===== config.mk =====
export PLATFORM = sky130hd
export DESIGN_NAME = midpoint_ellipse_rasterizer_unit
export DESIGN_NICKNAME = d
export VERILOG_FILES = /design/src/sv/mer_pkg.sv /design/src/sv/mer_controller.sv /design/src/sv/mer_datapath.sv /design/src/sv/midpoint_ellipse_rasterizer_unit.sv
export SDC_FILE = /design/constraint.sdc
export NUM_CORES = 2
export LEC_CHECK = 0
export BUFFER_PORTS_ARGS = -buffer_cell sky130_fd_sc_hd__buf_2
export CAP_MARGIN = 20
export CORE_MARGIN = 3
export CORE_UTILIZATION = 65
export DETAILED_ROUTE_END_ITERATION = 12
export PLACE_DENSITY = 0.87
export SYNTH_ARGS = -nofsm -noshare
export SYNTH_HDL_FRONTEND = slang
export SYNTH_HIERARCHICAL = 1
export SYNTH_SLANG_ARGS = --single-unit

===== constraint.sdc =====
create_clock -name i_clk -period 10.4 [get_ports i_clk]
set_input_delay 0 -clock i_clk [delete_from_list [all_inputs] [get_ports i_clk]]
set_output_delay 0 -clock i_clk [all_outputs]
set_load 0.02 [all_outputs]

===== src/sv/mer_pkg.sv =====
// ----------------------------------------------------------------------------
// mer_pkg: shared definitions for the midpoint ellipse rasteriser
// Default widths, stream packing, register indexes and the command and
// status bundles that pass between the controller and the datapath.
// ----------------------------------------------------------------------------
package mer_pkg;

    localparam int COORD_BITS_DEF = 11;
    localparam int AXIS_BITS_DEF  = 10;

    // Each output coordinate is a 13-bit two's complement value.
    localparam int OUT_W        = 13;
    localparam int OUT_TDATA_W  = ((4 * OUT_W + 7) / 8) * 8;
    localparam int IN_TDATA_W   = 8;

    localparam int CFG_ADDR_W   = 2;
    localparam logic [CFG_ADDR_W-1:0] CFG_CENTER_X    = 2'd0;
    localparam logic [CFG_ADDR_W-1:0] CFG_CENTER_Y    = 2'd1;
    localparam logic [CFG_ADDR_W-1:0] CFG_SEMI_AXIS_X = 2'd2;
    localparam logic [CFG_ADDR_W-1:0] CFG_SEMI_AXIS_Y = 2'd3;

    // Multiplier operations in issue order: four for the seed, four for the
    // recomputation of the decision value on entry to region two.
    typedef enum logic [2:0] {
        MUL_AA,
        MUL_BB,
        MUL_A4B,
        MUL_A4B2,
        MUL_TXTX,
        MUL_TYTY,
        MUL_B2TX2,
        MUL_A4TY2
    } t_mul_op;

    typedef struct packed {
        logic    seed;
        logic    mul_issue;
        logic    mul_wb;
        t_mul_op op;
        logic    emit;
        logic    region_two;
    } t_dp_cmd;

    typedef struct packed {
        logic py_gt_px;
        logic y_zero;
        logic out_free;
    } t_dp_status;

endpackage


===== src/sv/mer_controller.sv =====
// ----------------------------------------------------------------------------
// mer_controller: sequencing state machine for the ellipse walk
// Accepts one word at a time, runs the seed and region-change multiplier
// sequences, and tells the datapath when to emit a point and step.
// ----------------------------------------------------------------------------
module mer_controller (
    input  logic                i_clk,
    input  logic                i_rst_n,
    input  logic                i_in_valid,
    output logic                o_in_ready,
    input  logic                i_restart,
    input  mer_pkg::t_dp_status i_status,
    output mer_pkg::t_dp_cmd    o_cmd
);

    typedef enum logic [2:0] {
        S_READY,
        S_SEED,
        S_MUL,
        S_WB,
        S_CHECK,
        S_EMIT
    } t_state;

    typedef enum logic [1:0] {
        PH_IDLE,
        PH_ONE,
        PH_TWO,
        PH_DONE
    } t_phase;

    t_state           r_state;
    t_phase           r_phase;
    mer_pkg::t_mul_op r_op;

    always_ff @(posedge i_clk) begin
        if (!i_rst_n) begin
            r_state <= S_READY;
            r_phase <= PH_IDLE;
            r_op    <= mer_pkg::MUL_AA;
        end else begin
            unique case (r_state)
                S_READY: begin
                    if (i_in_valid) begin
                        r_state <= i_restart ? S_SEED : S_CHECK;
                    end
                end
                S_SEED: begin
                    r_op    <= mer_pkg::MUL_AA;
                    r_state <= S_MUL;
                end
                S_MUL: begin
                    r_state <= S_WB;
                end
                S_WB: begin
                    priority if (r_op == mer_pkg::MUL_A4B2) begin
                        r_phase <= PH_ONE;
                        r_state <= S_CHECK;
                    end else if (r_op == mer_pkg::MUL_A4TY2) begin
                        r_state <= S_EMIT;
                    end else begin
                        r_op    <= mer_pkg::t_mul_op'(r_op + 3'd1);
                        r_state <= S_MUL;
                    end
                end
                S_CHECK: begin
                    priority if (r_phase == PH_IDLE || r_phase == PH_DONE) begin
                        r_state <= S_READY;
                    end else if (r_phase == PH_ONE && !i_status.py_gt_px) begin
                        r_phase <= PH_TWO;
                        r_op    <= mer_pkg::MUL_TXTX;
                        r_state <= S_MUL;
                    end else begin
                        r_state <= S_EMIT;
                    end
                end
                S_EMIT: begin
                    if (i_status.out_free) begin
                        if (r_phase == PH_TWO && i_status.y_zero) begin
                            r_phase <= PH_DONE;
                        end
                        r_state <= S_READY;
                    end
                end
                default: begin
                    r_state <= S_READY;
                end
            endcase
        end
    end

    assign o_in_ready = (r_state == S_READY);

    always_comb begin
        o_cmd            = '0;
        o_cmd.op         = r_op;
        o_cmd.seed       = (r_state == S_SEED);
        o_cmd.mul_issue  = (r_state == S_MUL);
        o_cmd.mul_wb     = (r_state == S_WB);
        o_cmd.emit       = (r_state == S_EMIT) && i_status.out_free;
        o_cmd.region_two = (r_phase == PH_TWO);
    end

endmodule


===== src/sv/mer_datapath.sv =====
// ----------------------------------------------------------------------------
// mer_datapath: registers, shared multiplier and step arithmetic
// Holds the configuration, the walk offsets and their scaled products, the
// decision value and the output register.
// ----------------------------------------------------------------------------
module mer_datapath #(
    parameter int COORD_BITS = mer_pkg::COORD_BITS_DEF,
    parameter int AXIS_BITS  = mer_pkg::AXIS_BITS_DEF,
    parameter int CFG_W      = (COORD_BITS > AXIS_BITS) ? COORD_BITS : AXIS_BITS
) (
    input  logic                            i_clk,
    input  logic                            i_rst_n,
    input  logic                            i_cfg_we,
    input  logic [mer_pkg::CFG_ADDR_W-1:0]  i_cfg_addr,
    input  logic [CFG_W-1:0]                i_cfg_wdata,
    input  mer_pkg::t_dp_cmd                i_cmd,
    output mer_pkg::t_dp_status             o_status,
    output logic                            o_out_valid,
    input  logic                            i_out_ready,
    output logic [mer_pkg::OUT_TDATA_W-1:0] o_out_data,
    output logic                            o_out_user,
    output logic                            o_out_last
);

    localparam int OFF_W = AXIS_BITS + 1;
    localparam int SQ_W  = 2 * AXIS_BITS + 2;
    localparam int P_W   = SQ_W + OFF_W;
    localparam int D_W   = 4 * AXIS_BITS;
    localparam int M_W   = 2 * AXIS_BITS + 4;
    localparam int EXT_W = mer_pkg::OUT_W + COORD_BITS + OFF_W;
    localparam int OW    = mer_pkg::OUT_W;

    logic [COORD_BITS-1:0] r_center_x, r_center_y;
    logic [AXIS_BITS-1:0]  r_semi_x, r_semi_y;

    logic [OFF_W-1:0]      r_x, r_y;
    logic [P_W-1:0]        r_px, r_py;
    logic [2*AXIS_BITS-1:0] r_a2, r_b2;
    logic [SQ_W-1:0]       r_a4, r_b4;
    logic [D_W-1:0]        r_ab4, r_t1, r_t2, r_dec;
    logic [2*M_W-1:0]      r_prod;

    logic [M_W-1:0]        mul_a, mul_b;
    logic [OFF_W:0]        tx;
    logic [OFF_W-1:0]      ty_mag;
    logic [D_W-1:0]        prod_d;
    logic [D_W-1:0]        px_d, py_d, a4_d, b4_d, inc;
    logic                  dec_neg, dec_pos, step_x, step_y;

    logic                  r_out_valid;
    logic [OW-1:0]         r_right_x, r_left_x, r_lower_y, r_upper_y;
    logic                  r_out_user, r_out_last;
    logic [EXT_W-1:0]      cx_e, cy_e, x_e, y_e, right_e, left_e, lower_e, upper_e;

    always_ff @(posedge i_clk) begin
        if (!i_rst_n) begin
            r_center_x <= '0;
            r_center_y <= '0;
            r_semi_x   <= '0;
            r_semi_y   <= '0;
        end else if (i_cfg_we) begin
            unique case (i_cfg_addr)
                mer_pkg::CFG_CENTER_X:    r_center_x <= i_cfg_wdata[COORD_BITS-1:0];
                mer_pkg::CFG_CENTER_Y:    r_center_y <= i_cfg_wdata[COORD_BITS-1:0];
                mer_pkg::CFG_SEMI_AXIS_X: r_semi_x   <= i_cfg_wdata[AXIS_BITS-1:0];
                mer_pkg::CFG_SEMI_AXIS_Y: r_semi_y   <= i_cfg_wdata[AXIS_BITS-1:0];
            endcase
        end
    end

    // y - 1 is squared on entry to region two; at y = 0 its square is 1.
    assign tx     = {r_x, 1'b1};
    assign ty_mag = (r_y == '0) ? OFF_W'(1) : (r_y - 1'b1);

    always_comb begin
        unique case (i_cmd.op)
            mer_pkg::MUL_AA: begin
                mul_a = M_W'(r_semi_x);
                mul_b = M_W'(r_semi_x);
            end
            mer_pkg::MUL_BB: begin
                mul_a = M_W'(r_semi_y);
                mul_b = M_W'(r_semi_y);
            end
            mer_pkg::MUL_A4B: begin
                mul_a = M_W'(r_a4);
                mul_b = M_W'(r_semi_y);
            end
            mer_pkg::MUL_A4B2: begin
                mul_a = M_W'(r_a4);
                mul_b = M_W'(r_b2);
            end
            mer_pkg::MUL_TXTX: begin
                mul_a = M_W'(tx);
                mul_b = M_W'(tx);
            end
            mer_pkg::MUL_TYTY: begin
                mul_a = M_W'(ty_mag);
                mul_b = M_W'(ty_mag);
            end
            mer_pkg::MUL_B2TX2: begin
                mul_a = M_W'(r_b2);
                mul_b = r_t1[M_W-1:0];
            end
            mer_pkg::MUL_A4TY2: begin
                mul_a = M_W'(r_a4);
                mul_b = r_t2[M_W-1:0];
            end
        endcase
    end

    always_ff @(posedge i_clk) begin
        if (i_cmd.mul_issue) begin
            r_prod <= mul_a * mul_b;
        end
    end

    assign prod_d = r_prod[D_W-1:0];

    // Step arithmetic: px tracks 4b^2*x by addition, py 4a^2*y by subtraction.
    always_comb begin
        px_d    = D_W'(r_px);
        py_d    = D_W'(r_py);
        a4_d    = D_W'(r_a4);
        b4_d    = D_W'(r_b4);
        dec_neg = r_dec[D_W-1];
        dec_pos = !dec_neg && (r_dec != '0);
        if (!i_cmd.region_two) begin
            step_x = 1'b1;
            step_y = !dec_neg;
            inc    = (px_d << 1) + b4_d + (b4_d << 1);
            if (!dec_neg) begin
                inc = inc - (py_d << 1) + (a4_d << 1);
            end
        end else begin
            step_x = !dec_pos;
            step_y = (r_y != '0);
            inc    = a4_d + (a4_d << 1) - (py_d << 1);
            if (!dec_pos) begin
                inc = inc + (px_d << 1) + (b4_d << 1);
            end
        end
    end

    always_ff @(posedge i_clk) begin
        if (i_cmd.seed) begin
            r_x  <= '0;
            r_y  <= OFF_W'(r_semi_y);
            r_px <= '0;
        end
        if (i_cmd.mul_wb) begin
            unique case (i_cmd.op)
                mer_pkg::MUL_AA: begin
                    r_a2 <= prod_d[2*AXIS_BITS-1:0];
                    r_a4 <= {prod_d[2*AXIS_BITS-1:0], 2'b00};
                end
                mer_pkg::MUL_BB: begin
                    r_b2 <= prod_d[2*AXIS_BITS-1:0];
                    r_b4 <= {prod_d[2*AXIS_BITS-1:0], 2'b00};
                end
                mer_pkg::MUL_A4B: begin
                    r_py  <= prod_d[P_W-1:0];
                    r_dec <= D_W'(r_b4) - prod_d + D_W'(r_a2);
                end
                mer_pkg::MUL_A4B2:  r_ab4 <= prod_d;
                mer_pkg::MUL_TXTX:  r_t1  <= prod_d;
                mer_pkg::MUL_TYTY:  r_t2  <= prod_d;
                mer_pkg::MUL_B2TX2: r_t1  <= prod_d;
                mer_pkg::MUL_A4TY2: r_dec <= r_t1 + prod_d - r_ab4;
            endcase
        end
        if (i_cmd.emit) begin
            r_dec <= r_dec + inc;
            if (step_x) begin
                r_x  <= r_x + 1'b1;
                r_px <= r_px + P_W'(r_b4);
            end
            if (step_y) begin
                r_y  <= r_y - 1'b1;
                r_py <= r_py - P_W'(r_a4);
            end
        end
    end

    assign cx_e    = EXT_W'(r_center_x);
    assign cy_e    = EXT_W'(r_center_y);
    assign x_e     = EXT_W'(r_x);
    assign y_e     = EXT_W'(r_y);
    assign right_e = cx_e + x_e;
    assign left_e  = cx_e - x_e;
    assign lower_e = cy_e + y_e;
    assign upper_e = cy_e - y_e;

    always_ff @(posedge i_clk) begin
        if (!i_rst_n) begin
            r_out_valid <= 1'b0;
        end else if (i_cmd.emit) begin
            r_out_valid <= 1'b1;
        end else if (i_out_ready) begin
            r_out_valid <= 1'b0;
        end
    end

    always_ff @(posedge i_clk) begin
        if (i_cmd.emit) begin
            r_right_x  <= right_e[OW-1:0];
            r_left_x   <= left_e[OW-1:0];
            r_lower_y  <= lower_e[OW-1:0];
            r_upper_y  <= upper_e[OW-1:0];
            r_out_user <= i_cmd.region_two;
            r_out_last <= i_cmd.region_two && (r_y == '0);
        end
    end

    assign o_out_valid = r_out_valid;
    assign o_out_data  = mer_pkg::OUT_TDATA_W'({r_upper_y, r_lower_y, r_left_x, r_right_x});
    assign o_out_user  = r_out_user;
    assign o_out_last  = r_out_last;

    assign o_status.py_gt_px = (r_py > r_px);
    assign o_status.y_zero   = (r_y == '0);
    assign o_status.out_free = !r_out_valid || i_out_ready;

endmodule


===== src/sv/midpoint_ellipse_rasterizer_unit.sv =====
// ----------------------------------------------------------------------------
// midpoint_ellipse_rasterizer_unit: two-region midpoint ellipse walker
// Each input word either reseeds the walk from the configuration and steps,
// or advances it by one step, giving the four mirrored quadrant points.
// ----------------------------------------------------------------------------
//
//  Channel   Direction  Handshake                   Contents
//  s_axis    in         tvalid / tready             tdata[0] restart
//  m_axis    out        tvalid / tready             tdata four points, tuser
//                                                   region two, tlast final
//  cfg       in         write enable, no stall      index, write data
//
// After a step without restart is accepted, the controller checks the
// phase, then emits and updates, and then returns to the ready state,
// where the next word can be accepted.
// A restart first runs the seed, four multiplications through the
// shared multiplier, each issued and then written back.
// The step that enters region two runs four more on the same multiplier
// to recompute the decision value. A step with nothing to give skips emit.
// The emit cycle waits while the output register holds a word that is not
// being taken; the input side then stays stalled. Reset clears the
// configuration registers, the controller state, phase and multiplier
// operation, and the output valid flag only.
//
module midpoint_ellipse_rasterizer_unit #(
    parameter int COORD_BITS = mer_pkg::COORD_BITS_DEF,
    parameter int AXIS_BITS  = mer_pkg::AXIS_BITS_DEF,
    parameter int CFG_W      = (COORD_BITS > AXIS_BITS) ? COORD_BITS : AXIS_BITS
) (
    input  logic                            i_clk,
    input  logic                            i_rst_n,
    // Configuration: center_x, center_y, semi_axis_x, semi_axis_y at 0..3.
    input  logic                            i_cfg_we,
    input  logic [mer_pkg::CFG_ADDR_W-1:0]  i_cfg_addr,
    input  logic [CFG_W-1:0]                i_cfg_wdata,
    // Input words.
    input  logic                            i_s_axis_tvalid,
    output logic                            o_s_axis_tready,
    // Fields from bit 0: restart, then zero padding.
    input  logic [mer_pkg::IN_TDATA_W-1:0]  i_s_axis_tdata,
    // Result words.
    output logic                            o_m_axis_tvalid,
    input  logic                            i_m_axis_tready,
    // Fields from bit 0: right_x, left_x, lower_y, upper_y, then zero padding.
    output logic [mer_pkg::OUT_TDATA_W-1:0] o_m_axis_tdata,
    // Fields from bit 0: in_second_region.
    output logic [0:0]                      o_m_axis_tuser,
    // last_point: the final point, at a vertical offset of zero.
    output logic                            o_m_axis_tlast
);

    mer_pkg::t_dp_cmd    cmd;
    mer_pkg::t_dp_status status;
    logic                out_user;

    // The controller owns the walk phase and the step sequence; the
    // datapath only acts on its commands and reports comparisons.
    mer_controller u_ctrl (
        .i_clk      (i_clk),
        .i_rst_n    (i_rst_n),
        .i_in_valid (i_s_axis_tvalid),
        .o_in_ready (o_s_axis_tready),
        .i_restart  (i_s_axis_tdata[0]),
        .i_status   (status),
        .o_cmd      (cmd)
    );

    mer_datapath #(
        .COORD_BITS (COORD_BITS),
        .AXIS_BITS  (AXIS_BITS),
        .CFG_W      (CFG_W)
    ) u_dp (
        .i_clk       (i_clk),
        .i_rst_n     (i_rst_n),
        .i_cfg_we    (i_cfg_we),
        .i_cfg_addr  (i_cfg_addr),
        .i_cfg_wdata (i_cfg_wdata),
        .i_cmd       (cmd),
        .o_status    (status),
        .o_out_valid (o_m_axis_tvalid),
        .i_out_ready (i_m_axis_tready),
        .o_out_data  (o_m_axis_tdata),
        .o_out_user  (out_user),
        .o_out_last  (o_m_axis_tlast)
    );

    assign o_m_axis_tuser = out_user;

endmodule


==> results.sh <==
export IMPL_timing_final_crit_period_ns=10.19
export IMPL_dpl_instance_area_sq_um=54700
export IMPL_number_of_flops_mapped_to_enable_cells_by_yosys=276
export IMPL_final_hold_worst_slack_ns=0.0643
export IMPL_layout_area_overhead_vs_synth_pct=6.86
export IMPL_io_pin_count=86
export IMPL_worst_skew_pair_latency_ns=0.62
export IMPL_clock_sink_count=411
export IMPL_synth_ff_latch_count=411
export IMPL_final_net_count=7273
export IMPL_cp_data_required_time_ns=10.72
export IMPL_timing_reg2reg_setup_slack_ns=0.21
export IMPL_fin_worst_skew_ns=0.0444
export IMPL_final_hold_viol_count=0
export IMPL_place_detailed_hpwl_mm=126
export IMPL_drt_antenna_violating_nets=0
export IMPL_critical_path_slowest_cell="a221oi_1"
export IMPL_endpoint_arrival_time_on_the_critical_path_ns=10.51
export IMPL_via_count_of_the_first_global_routing_pass=46100
export IMPL_peakVddDrop_v=0.000181
export IMPL_postSynth_topFlopCell="edfxtp_1"
export IMPL_clock_path_buffers=3
export IMPL_timing_critical_path_max_delay_family="adder cells"
export IMPL_design_core_area_sq_um=80700
export IMPL_synth_most_common_cell="inv_1"
export IMPL_outcome="finished clean"
export IMPL_setup_total_negative_slack_ns=0
export IMPL_die_w_um=291
export IMPL_drt_iter0_drc=5675
export IMPL_start_util_pct=65.6
export IMPL_path_buf_inv=4
export IMPL_startpoint_type_of_the_worst_setup_path="register"
export IMPL_timing_rr_start="u_dp/r_y[3]"
export IMPL_dr_total_vias=45600
export IMPL_syn_avg_cell_area_sq_um=8.70
export IMPL_global_route_wire_length_before_repair_mm=248
export IMPL_postLayoutCellArea_sq_um=56600
export IMPL_synth_top_cell_area_share_pct=21.6
export IMPL_critical_path_max_stage_delay_ns=0.79
export IMPL_cts_reportedPaths_clkPinSlew_ns=0.06
export IMPL_worst_path_most_repeated_cell="fa_1"
export IMPL_synth_top_cells_by_area="fa_1, edfxtp_1, ha_1"
export IMPL_ys_seq_area_share_pct=20.8
export IMPL_slew_limit_headroom_pct=23.6
export IMPL_dp_slack_ns=0.513
export IMPL_htree_num_levels=2
export IMPL_layout_setup_ws_ns=0.205
export IMPL_total_leakage_power_nw=26.1
export IMPL_avgRoutedWirePerCell_um=22.1
export IMPL_hold_path_cell_count=2
export IMPL_min_delay_worst_endpoint="u_ctrl/r_op[2]"
export IMPL_cts_root_buffer="clkbuf_16"
export IMPL_max_cap_violations=0
export IMPL_antenna_found_initial=6
export IMPL_fmaxAchievable_ghz=0.0981
export IMPL_design_die_area_sq_um=84900
export IMPL_worst_slew_pin_slew_ns=1.12
export IMPL_yosys_area_top_type="fa_1"
export IMPL_drt_first_pass_iters=8
export IMPL_cells_after_synthesis=6087
export IMPL_timing_setup_critical_path_class="register to register"
export IMPL_detailed_route_vias_per_instance=6.29
export IMPL_chip_height_um=291
export IMPL_worst_r2r_path_depth=30
export IMPL_synth_cell_types=94
export IMPL_cp_end_kind="register"
export IMPL_critical_path_max_fanout=8
export IMPL_min_period_over_period_pct=98.0
export IMPL_globalRouteTotalUtil_pct=37.3
export IMPL_synth_async_reset_ratio_pct=0
export IMPL_route_detailed_drc=0
export IMPL_totalWireLength_mm=160
export IMPL_port_buffers=72
export IMPL_yosys_warnings=6
export IMPL_gp_congestion=1.03
export IMPL_largest_net_degree_at_the_start_of_global_routing=66
export IMPL_synthesized_area_sq_um=53000
export IMPL_number_of_buffers_added_by_the_clock_tree_synthesis_step=47
export IMPL_floorplan_rows=104
export IMPL_power_density_nw_per_um2=183
export IMPL_report_final_setup_viol=0
export IMPL_clock_tree_from_tritoncts="done"
export IMPL_worstHoldStart="i_rst_n"
export IMPL_timing_hold_worst_class="input port to register"
export IMPL_ys_top_cells_by_count="inv_1, nand2_1, fa_1"
export IMPL_slew_violations=0
export IMPL_gr_total_overflow=0
export IMPL_post_route_cells_drive_above_1_share_pct=5.49
export IMPL_r2r_end="u_dp/r_prod[39]"
-- through the flow --
step                      cells  power (W)  util, %
after floorplan            6092    0.00691        -
after global placement     7136    0.00815     67.9
after detailed placement   7136    0.00840     67.9
after CTS                  7247     0.0101     70.1
after global routing       7249     0.0111     70.1
final                      7250     0.0103     70.1
-- flip-flops by register name (all words and copies together) (netlist names), 12 cells and up --
register,cells
u_dp/r_b4,20
u_dp/r_dec,40
u_dp/r_left_x,12
u_dp/r_ab4,40
u_dp/r_t2,24
u_dp/r_a2,20
u_dp/r_prod,40
u_dp/r_upper_y,12
u_dp/r_t1,40
u_dp/r_py,33
u_dp/r_px,33
-- cells by family after synthesis --
family	Yosys count	synth area share, %
flops	411	20.8
simple gates	1671	14.2
xor+xnor	315	5.21
buf+inv	1248	8.95
mux	49	0.933
compound gates	1295	15.9
other cells	1	0.00708
fa+ha+maj	1097	34.0
-- cell type report --
type	instances	area, sq um
antenna	1	2.50
clock buffer	64	1330
clock inverter	24	228
fill	5922	24100
inverter	1054	3960
multi-input combinational	4433	37300
sequential	411	11000
tap	1060	1330
timing repair buffer	203	1430
-- repair_timing --
item,CTS,global route
hold endpoints to repair,46,0
resized for setup,0,3
hold buffers,23,0
setup buffers,0,0
setup endpoints to repair,0,3
-- worst register-to-register path, delay by kind of cell (launching register included) --
family,cells,cell delay [ns]
compound gates,12,3.31
xor+xnor,1,0.13
fa+ha+maj,8,3.74
buf+inv,4,0.45
flops,1,0.37
simple gates,5,1.89
-- layout by cell type, fill, tap and decap left out, types with 18 or more instances in the layout --
| cell | n |
|---|---|
| a211oi_1 | 72 |
| a21boi_0 | 46 |
| a21o_1 | 129 |
| a21oi_1 | 320 |
| a22oi_1 | 18 |
| a31oi_1 | 39 |
| and2_1 | 56 |
| and3_1 | 38 |
| buf_2 | 72 |
| buf_4 | 106 |
| clkbuf_16 | 49 |
| dfxtp_1 | 133 |
| dlygate4sd3_1 | 23 |
| edfxtp_1 | 276 |
| fa_1 | 571 |
| ha_1 | 525 |
| inv_1 | 1052 |
| mux2i_1 | 46 |
| nand2_1 | 646 |
| nand2b_1 | 80 |
| nand3_1 | 72 |
| nand4_1 | 30 |
| nor2_1 | 472 |
| nor2b_1 | 76 |
| nor3_1 | 78 |
| nor4_1 | 24 |
| o211ai_1 | 37 |
| o21a_1 | 57 |
| o21ai_0 | 290 |
| o21bai_1 | 55 |
| o22ai_1 | 18 |
| o31ai_1 | 29 |
| or2_2 | 19 |
| or3_1 | 33 |
| xnor2_1 | 228 |
| xor2_1 | 87 |
-- how the worst max path moves through the flow --
stage | from | to | slack, ns | cells past startpoint
floorplan | u_ctrl/r_op[0] | u_dp/r_prod[39] | 1.45 | 31
global placement | u_dp/r_y[3] | u_dp/r_prod[39] | 0.66 | 32
detailed placement | u_dp/r_y[3] | u_dp/r_prod[39] | 0.51 | 32
CTS | u_dp/r_y[3] | u_dp/r_prod[39] | 0.42 | 32
global route | u_dp/r_y[3] | u_dp/r_prod[39] | -0.03 | 30
finish | u_dp/r_y[3] | u_dp/r_prod[39] | 0.21 | 30
-- per-layer routing --
metal,vias up,track usage [%],routed length (um)
li1,20200,-,-
met1,21800,48.9,59500
met2,2912,58.4,69900
met3,622,8.96,21200
met4,8,18.3,9340
met5,-,0,55
-- report_power, final --
| part | internal [W] | total [W] | switching [W] |
|---|---|---|---|
| Combinational | 0.00265 | 0.00663 | 0.00398 |
| Clock | 0.000957 | 0.00168 | 0.000724 |
| Sequential | 0.00186 | 0.00203 | 0.000164 |
Note: power is estimated with default switching activity, not from simulation.
